**src/design/ufst_pkg.sv**
```systemverilog
// ----------------------------------------------------------------------------
// ufst_pkg
// Shared widths, constants, table word layout and controller/datapath
// command and status types for the spanning tree cost block.
// ----------------------------------------------------------------------------
`default_nettype none

package ufst_pkg;

    // table geometry
    localparam int NUM_VERTICES = 1024;
    localparam int VERTEX_W     = $clog2(NUM_VERTICES);
    localparam int COUNT_W      = 11;
    localparam int RANK_W       = 4;
    localparam int EPOCH_W      = 8;
    localparam int WEIGHT_W     = 16;
    localparam int COST_W       = 32;

    localparam logic [COUNT_W-1:0]  VERTEX_LIMIT  = COUNT_W'(NUM_VERTICES);
    localparam logic [COUNT_W-1:0]  VERTEX_COUNT_RESET = COUNT_W'(1024);
    localparam logic [VERTEX_W-1:0] LAST_VERTEX   = VERTEX_W'(NUM_VERTICES - 1);
    localparam logic [RANK_W-1:0]   RANK_MAX      = '1;
    localparam logic [EPOCH_W-1:0]  EPOCH_MAX     = '1;
    localparam logic [COST_W-1:0]   COST_MAX      = {1'b0, {(COST_W-1){1'b1}}};
    localparam logic [COST_W-1:0]   COST_MIN      = {1'b1, {(COST_W-1){1'b0}}};

    // configuration port
    localparam int APB_ADDR_W = 3;
    localparam int APB_DATA_W = 32;
    localparam logic REG_SEL_VERTEX_COUNT = 1'b0;

    // one word of the merged parent/rank table, tagged with its run epoch
    typedef struct packed {
        logic [EPOCH_W-1:0]  tag;
        logic [RANK_W-1:0]   rank;
        logic [VERTEX_W-1:0] parent;
    } table_word_t;

    // datapath operations issued by the controller
    typedef enum logic [3:0] {
        OP_NONE        = 4'd0,
        OP_CAPTURE     = 4'd1,
        OP_NEW_EPOCH   = 4'd2,
        OP_CLEAR_START = 4'd3,
        OP_CLEAR_STEP  = 4'd4,
        OP_START_A     = 4'd5,
        OP_START_B     = 4'd6,
        OP_READ        = 4'd7,
        OP_FIND_NEXT   = 4'd8,
        OP_ROOT_FOUND  = 4'd9,
        OP_COMP_WRITE  = 4'd10,
        OP_UNION       = 4'd11,
        OP_RANK_UP     = 4'd12,
        OP_PUBLISH     = 4'd13
    } dp_op_t;

    typedef struct packed {
        dp_op_t op;
        logic   side;
    } ctrl_cmd_t;

    typedef struct packed {
        logic new_run;
        logic epoch_full;
        logic clear_last;
        logic range_err;
        logic rd_is_root;
        logic at_root;
        logic rank_up;
        logic out_free;
    } dp_status_t;

endpackage

`default_nettype wire

```
**src/design/ufst_ctrl.sv**
```systemverilog
// ----------------------------------------------------------------------------
// ufst_ctrl
// Sequencer for one edge: run init, range check, find with path
// compression for each endpoint, union by rank, result hand-off.
// ----------------------------------------------------------------------------
`default_nettype none

module ufst_ctrl (
    input  wire logic                   clk,
    input  wire logic                   rst_n,
    input  wire logic                   in_valid,
    output logic                        in_ready,
    input  wire ufst_pkg::dp_status_t   status,
    output ufst_pkg::ctrl_cmd_t         cmd
);

    typedef enum logic [11:0] {
        S_BOOT_CLEAR = 12'b0000_0000_0001,
        S_IDLE       = 12'b0000_0000_0010,
        S_INIT       = 12'b0000_0000_0100,
        S_RUN_CLEAR  = 12'b0000_0000_1000,
        S_CHECK      = 12'b0000_0001_0000,
        S_FIND_RD    = 12'b0000_0010_0000,
        S_FIND_DATA  = 12'b0000_0100_0000,
        S_COMP_RD    = 12'b0000_1000_0000,
        S_COMP_DATA  = 12'b0001_0000_0000,
        S_UNION      = 12'b0010_0000_0000,
        S_RANK       = 12'b0100_0000_0000,
        S_DONE       = 12'b1000_0000_0000
    } state_t;

    state_t state_reg, state_next;
    logic   side_reg, side_next;

    // state and endpoint side registers
    always_ff @(posedge clk or negedge rst_n)
    begin
        if (!rst_n)
        begin
            state_reg <= S_BOOT_CLEAR;
            side_reg  <= 1'b0;
        end
        else
        begin
            state_reg <= state_next;
            side_reg  <= side_next;
        end
    end

    // next state and datapath command
    always_comb
    begin
        state_next = state_reg;
        side_next  = side_reg;
        cmd.op     = ufst_pkg::OP_NONE;
        cmd.side   = side_reg;
        in_ready   = 1'b0;

        case (state_reg)
            S_BOOT_CLEAR:
            begin
                cmd.op = ufst_pkg::OP_CLEAR_STEP;
                if (status.clear_last)
                    state_next = S_IDLE;
            end
            S_IDLE:
            begin
                in_ready = 1'b1;
                if (in_valid)
                begin
                    cmd.op     = ufst_pkg::OP_CAPTURE;
                    state_next = S_INIT;
                end
            end
            S_INIT:
            begin
                if (status.new_run && status.epoch_full)
                begin
                    cmd.op     = ufst_pkg::OP_CLEAR_START;
                    state_next = S_RUN_CLEAR;
                end
                else
                begin
                    if (status.new_run)
                        cmd.op = ufst_pkg::OP_NEW_EPOCH;
                    state_next = S_CHECK;
                end
            end
            S_RUN_CLEAR:
            begin
                cmd.op = ufst_pkg::OP_CLEAR_STEP;
                if (status.clear_last)
                    state_next = S_CHECK;
            end
            S_CHECK:
            begin
                if (status.range_err)
                    state_next = S_DONE;
                else
                begin
                    cmd.op     = ufst_pkg::OP_START_A;
                    side_next  = 1'b0;
                    state_next = S_FIND_RD;
                end
            end
            S_FIND_RD:
            begin
                cmd.op     = ufst_pkg::OP_READ;
                state_next = S_FIND_DATA;
            end
            S_FIND_DATA:
            begin
                if (status.rd_is_root)
                begin
                    cmd.op     = ufst_pkg::OP_ROOT_FOUND;
                    state_next = S_COMP_RD;
                end
                else
                begin
                    cmd.op     = ufst_pkg::OP_FIND_NEXT;
                    state_next = S_FIND_RD;
                end
            end
            S_COMP_RD:
            begin
                if (status.at_root)
                begin
                    if (!side_reg)
                    begin
                        cmd.op     = ufst_pkg::OP_START_B;
                        side_next  = 1'b1;
                        state_next = S_FIND_RD;
                    end
                    else
                        state_next = S_UNION;
                end
                else
                begin
                    cmd.op     = ufst_pkg::OP_READ;
                    state_next = S_COMP_DATA;
                end
            end
            S_COMP_DATA:
            begin
                cmd.op     = ufst_pkg::OP_COMP_WRITE;
                state_next = S_COMP_RD;
            end
            S_UNION:
            begin
                cmd.op = ufst_pkg::OP_UNION;
                if (status.rank_up)
                    state_next = S_RANK;
                else
                    state_next = S_DONE;
            end
            S_RANK:
            begin
                cmd.op     = ufst_pkg::OP_RANK_UP;
                state_next = S_DONE;
            end
            S_DONE:
            begin
                if (status.out_free)
                begin
                    cmd.op     = ufst_pkg::OP_PUBLISH;
                    state_next = S_IDLE;
                end
            end
            default:
            begin
                state_next = S_IDLE;
            end
        endcase
    end

endmodule

`default_nettype wire

```
**config.mk**
```make
export PLATFORM = sky130hd
export DESIGN_NAME = ufst_ctrl
export DESIGN_NICKNAME = d
export VERILOG_FILES = /design/src/design/ufst_pkg.sv /design/src/design/ufst_ctrl.sv
export SDC_FILE = /design/constraint.sdc
export NUM_CORES = 1
export LEC_CHECK = 0
export ABC_AREA = 1
export BUFFER_PORTS_ARGS = -buffer_cell sky130_fd_sc_hd__buf_4
export CAP_MARGIN = 25
export CORE_MARGIN = 5
export CORE_UTILIZATION = 45
export DETAILED_ROUTE_END_ITERATION = 8
export GPL_TIMING_DRIVEN = 0
export PLACE_DENSITY = 0.69
export SLEW_MARGIN = 20
export SYNTH_ARGS = -nofsm -noshare
export SYNTH_HDL_FRONTEND = slang
export SYNTH_SLANG_ARGS = --single-unit
```
**constraint.sdc**
```tcl
create_clock -name clk -period 1.4 [get_ports clk]
set_clock_uncertainty 0.05 [all_clocks]
set_input_delay 0.07 -clock clk [delete_from_list [all_inputs] [get_ports clk]]
set_output_delay 0.07 -clock clk [all_outputs]
set_load 0.005 [all_outputs]
```
==> impl_results.html <==
<table>
<tr><th>Metric</th><th>Value</th></tr>
<tr><th colspan="2">Synth</th></tr>
<tr><td>Sequential cell area fraction in the yosys report</td><td>0.347</td></tr>
<tr><td>Total of warnings raised by yosys</td><td>0</td></tr>
<tr><td>Synthesized instance count</td><td>144</td></tr>
<tr><td>Combined area of all synthesized cells</td><td>941 sq um</td></tr>
<tr><td>Number of storage elements in the synthesis netlist</td><td>13</td></tr>
<tr><td>Synthesized netlist net count</td><td>155</td></tr>
<tr><td>Post-synth cell types</td><td>21</td></tr>
<tr><td>Synthesized area divided by synthesized cell count</td><td>6.53 sq um</td></tr>
<tr><th colspan="2">Timing</th></tr>
<tr><td>Worst-margin pin slew</td><td>0.252 ns</td></tr>
<tr><td>Shortest clock period the worst path allows after layout</td><td>1.76 ns</td></tr>
<tr><td>Number of setup violations in the final report</td><td>12</td></tr>
<tr><td>Max Clock Freq</td><td>0.567 GHz</td></tr>
<tr><td>RSZ-0062 raised after global routing</td><td>true</td></tr>
<tr><td>Post-route fraction of the period consumed by the critical path</td><td>1.26</td></tr>
<tr><td>Worst slew margin relative to its limit</td><td>0.831</td></tr>
<tr><td>Worst Slack Setup Final</td><td>-0.362 ns</td></tr>
<tr><td>Final hold violations</td><td>0</td></tr>
<tr><td>Count of pins over their slew limit</td><td>0</td></tr>
<tr><th colspan="2">Finish</th></tr>
<tr><td>Max reg flops</td><td>12</td></tr>
<tr><td>Antenna cell count</td><td>0</td></tr>
<tr><td>Layout cell share with drive strength beyond 1</td><td>0.437</td></tr>
<tr><td>Layout overhead on the synthesized area</td><td>46.3%</td></tr>
<tr><td>Non-filler cells in the finished layout</td><td>210</td></tr>
<tr><td>Total of fill cells in the finished design</td><td>160</td></tr>
<tr><td>Layout Nets</td><td>195</td></tr>
<tr><td>Area of the multi-input gates</td><td>582 sq um</td></tr>
<tr><td>Final core utilization</td><td>0.694</td></tr>
<tr><td>Reg area</td><td>327 sq um</td></tr>
<tr><th colspan="2">Drt</th></tr>
<tr><td>Per-cell via count in the routed design</td><td>5.15</td></tr>
<tr><td>Final wirelength</td><td>2.75 mm</td></tr>
<tr><td>Number of search-and-repair iterations in the first detailed-routing pass</td><td>4</td></tr>
<tr><td>Antenna-violating nets left</td><td>0</td></tr>
<tr><td>Residual DRC</td><td>0</td></tr>
<tr><td>Number of violations reported at the end of detailed-routing iteration 0</td><td>34</td></tr>
<tr><td>Wire per inst</td><td>13.1 um</td></tr>
<tr><td>Via count</td><td>1081</td></tr>
<tr><th colspan="2">Floorplanning</th></tr>
<tr><td>Die X</td><td>55.7 um</td></tr>
<tr><td>Number of primary I/O pins</td><td>17</td></tr>
<tr><td>Die footprint</td><td>3110 sq um</td></tr>
<tr><td>Core footprint</td><td>1980 sq um</td></tr>
<tr><td>Initial core utilization</td><td>0.475</td></tr>
<tr><td>Std cell rows</td><td>16</td></tr>
<tr><td>Vertical die dimension</td><td>55.7 um</td></tr>
<tr><th colspan="2">Placement</th></tr>
<tr><td>Placed cell count</td><td>187</td></tr>
<tr><td>Number of I/O port buffers</td><td>16</td></tr>
<tr><td>Routability-driven placement congestion ratio</td><td>0.848</td></tr>
<tr><td>Placed wire-length estimate</td><td>1.69 mm</td></tr>
<tr><th colspan="2">Pwr</th></tr>
<tr><td>Total power divided by cell area</td><td>1320 nW/um^2</td></tr>
<tr><td>Clock network power share</td><td>0.127</td></tr>
<tr><td>Worst vdd rail ir drop</td><td>0.00114 V</td></tr>
<tr><td>Pint</td><td>1.01 mW</td></tr>
<tr><td>Share of total power in sequential cells</td><td>0.262</td></tr>
<tr><td>Combinational cell fraction of total power</td><td>0.611</td></tr>
<tr><td>Power spent charging and discharging nets</td><td>0.804 mW</td></tr>
<tr><td>Lkg Pwr</td><td>0.763 nW</td></tr>
<tr><td>Sw frac</td><td>0.442</td></tr>
<tr><th colspan="2">Clock tree</th></tr>
<tr><td>Clock input transition at the sequential cells of the worst setup and hold paths</td><td>0.08 ns</td></tr>
<tr><td>Clk sink count</td><td>13</td></tr>
<tr><td>CTS tree</td><td>yes</td></tr>
<tr><td>Clock Path Buffers</td><td>2</td></tr>
<tr><td>Number of buffers inserted during clock tree synthesis</td><td>3</td></tr>
<tr><td>Number of H-tree levels</td><td>1</td></tr>
<tr><td>CTS Root Buffer Type</td><td>clkbuf_4</td></tr>
<tr><td>Clock insertion delay at the later pin of the skew report</td><td>0.27 ns</td></tr>
<tr><th colspan="2">Worst hold path</th></tr>
<tr><td>Worst Hold Path EP</td><td>state_reg[1]</td></tr>
<tr><td>Worst hold path stage count</td><td>4</td></tr>
<tr><td>Worst Min Path Start</td><td>in_valid</td></tr>
<tr><td>Path class of the lowest-slack min-delay path</td><td>input port to flop</td></tr>
<tr><th colspan="2">Global route</th></tr>
<tr><td>Wire length of the first global-routing pass</td><td>4.29 mm</td></tr>
<tr><td>Leftover overflow at the end of global routing</td><td>0</td></tr>
<tr><td>Maximum number of pins on one net before global-route repair</td><td>14</td></tr>
<tr><td>Overall routing resource usage</td><td>0.171</td></tr>
<tr><td>Vias in the first global route</td><td>1049</td></tr>
<tr><td>Initial antenna violation count</td><td>0</td></tr>
<tr><th colspan="2">Worst setup path</th></tr>
<tr><td>Nature of the critical path endpoint</td><td>output port</td></tr>
<tr><td>Worst Path Required</td><td>1.28 ns</td></tr>
<tr><td>CP Data Arrival Time</td><td>1.64 ns</td></tr>
<tr><td>Reg2Reg Depth</td><td>11</td></tr>
<tr><td>Startpoint Class</td><td>flop</td></tr>
<tr><td>R2R Setup Slk</td><td>-0.17 ns</td></tr>
<tr><td>Type of the setup path with the least slack</td><td>flop to output port</td></tr>
<tr><td>FF-to-FF Start</td><td>state_reg[2]</td></tr>
<tr><td>Maximum fanout encountered on the critical timing path</td><td>3</td></tr>
<tr><td>Worst flop-to-flop path endpoint</td><td>side_reg</td></tr>
<tr><th colspan="2">Run status</th></tr>
<tr><td>Failing checks</td><td>setup timing</td></tr>
<tr><td>Status</td><td>complete, but fails checks</td></tr>
<tr><th colspan="2">Run</th></tr>
<tr><td>Max Cap Viol</td><td>0</td></tr>
</table>
-- power by group through the flow --
stage                     clock [mW]  sequential (mW)  combinational [mW]
after floorplan                    0            0.468               0.529
after global placement             0            0.474               0.722
after detailed placement           0            0.474               0.737
after CTS                      0.239            0.459               0.872
after global routing           0.255            0.483                1.20
final                          0.231            0.476                1.11
-- layer usage --
metal  wire length, um  track usage  vias up
li1                  -            -      517
met4                87       0.0590        0
met3               220       0.0371       12
met1              1120        0.218      494
met5                 0            0        -
met2              1320        0.282       58
-- worst max-delay path by stage --
| stage | startpoint | to | slack [ns] | cells past startpoint |
|---|---|---|---|---|
| floorplan | state_reg[0] | side_reg | 0.08 | 9 |
| global placement | state_reg[4] | cmd[1] | -0.11 | 8 |
| detailed placement | state_reg[4] | cmd[1] | -0.12 | 8 |
| CTS | state_reg[3] | cmd[1] | -0.33 | 8 |
| global route | state_reg[1] | cmd[1] | -0.46 | 9 |
| finish | state_reg[0] | cmd[1] | -0.36 | 10 |
-- worst max-delay path: stages (launching register included) --
cell	delay, ns
dfstp_2	0.56
nor2_4	0.05
nand2_4	0.10
inv_2	0.06
nand2_4	0.08
nor2_4	0.05
nand2_2	0.07
nand2_1	0.06
nor2_1	0.10
nand3b_1	0.10
buf_4	0.15
-- cells in the mapped netlist (all sizes together) --
cell     number  area share
a21oi         2       0.011
buf           1      0.0080
dfrtp        12        0.32
dfstp         1       0.028
inv          31        0.12
nand2        40        0.18
nand3        13       0.074
nand3b        2       0.016
nor2         28        0.16
nor3          3       0.016
nor4          1      0.0067
o2111ai       1      0.0093
o211ai        1      0.0080
o21ai         7       0.037
o21bai        1      0.0080
-- kinds of logic (layout without fill, tap and decap cells) --
logic type	after synthesis	after routing	synth area share
compound gates	12	12	0.0731
simple gates	87	87	0.448
flops	13	13	0.347
buf+inv	32	71	0.132
-- per-stage QoR --
step | power (mW) | TNS [ns] | cell area [sq um] | hold slack [ns] | worst slack (ns)
CTS | 1.57 | -1.63 | 1230 | 0.0174 | -0.332
floorplan | 0.997 | 0 | 941 | -0.276 | 0.0826
global route | 1.94 | -3.30 | 1380 | 0.0308 | -0.463
finish | 1.82 | -2.13 | 1380 | 0.0194 | -0.362
global placement | 1.20 | -0.243 | 1090 | -0.124 | -0.112
detailed placement | 1.21 | -0.331 | 1090 | -0.123 | -0.122
-- cells in the final DEF, fill, tap and decap left out, types with 4 or more instances in the layout --
master | netlist | routed
buf_4 | 1 | 29
nand2_1 | 34 | 27
inv_1 | 30 | 22
nor2_1 | 20 | 12
dfrtp_1 | 12 | 12
nand2_2 | 6 | 11
nor2_4 | 5 | 9
inv_2 | 1 | 9
nand3_1 | 12 | 9
nor2_2 | 3 | 7
nand3_2 | 1 | 4
o21ai_1 | 1 | 4
dlygate4sd3_1 | 0 | 4
-- repair_timing --
action                                  4_1_cts  5_1_grt
endpoints found under the setup margin       11       15
gates resized for setup                      11       30
pin swaps                                     9       16
hold buffers                                  4        0
setup buffers                                 7        8
endpoints found under the hold margin        17        0
-- cell type report --
| cell class | instances | share of cell area |
|---|---|---|
| tap | 27 | 0.0245 |
| inverter | 31 | 0.0845 |
| clock buffer | 4 | 0.0191 |
| timing repair buffer | 35 | 0.206 |
| buffer | 1 | 0.00545 |
| sequential | 13 | 0.237 |
| multi-input combinational | 99 | 0.423 |
(Power assumes the default switching activity.)
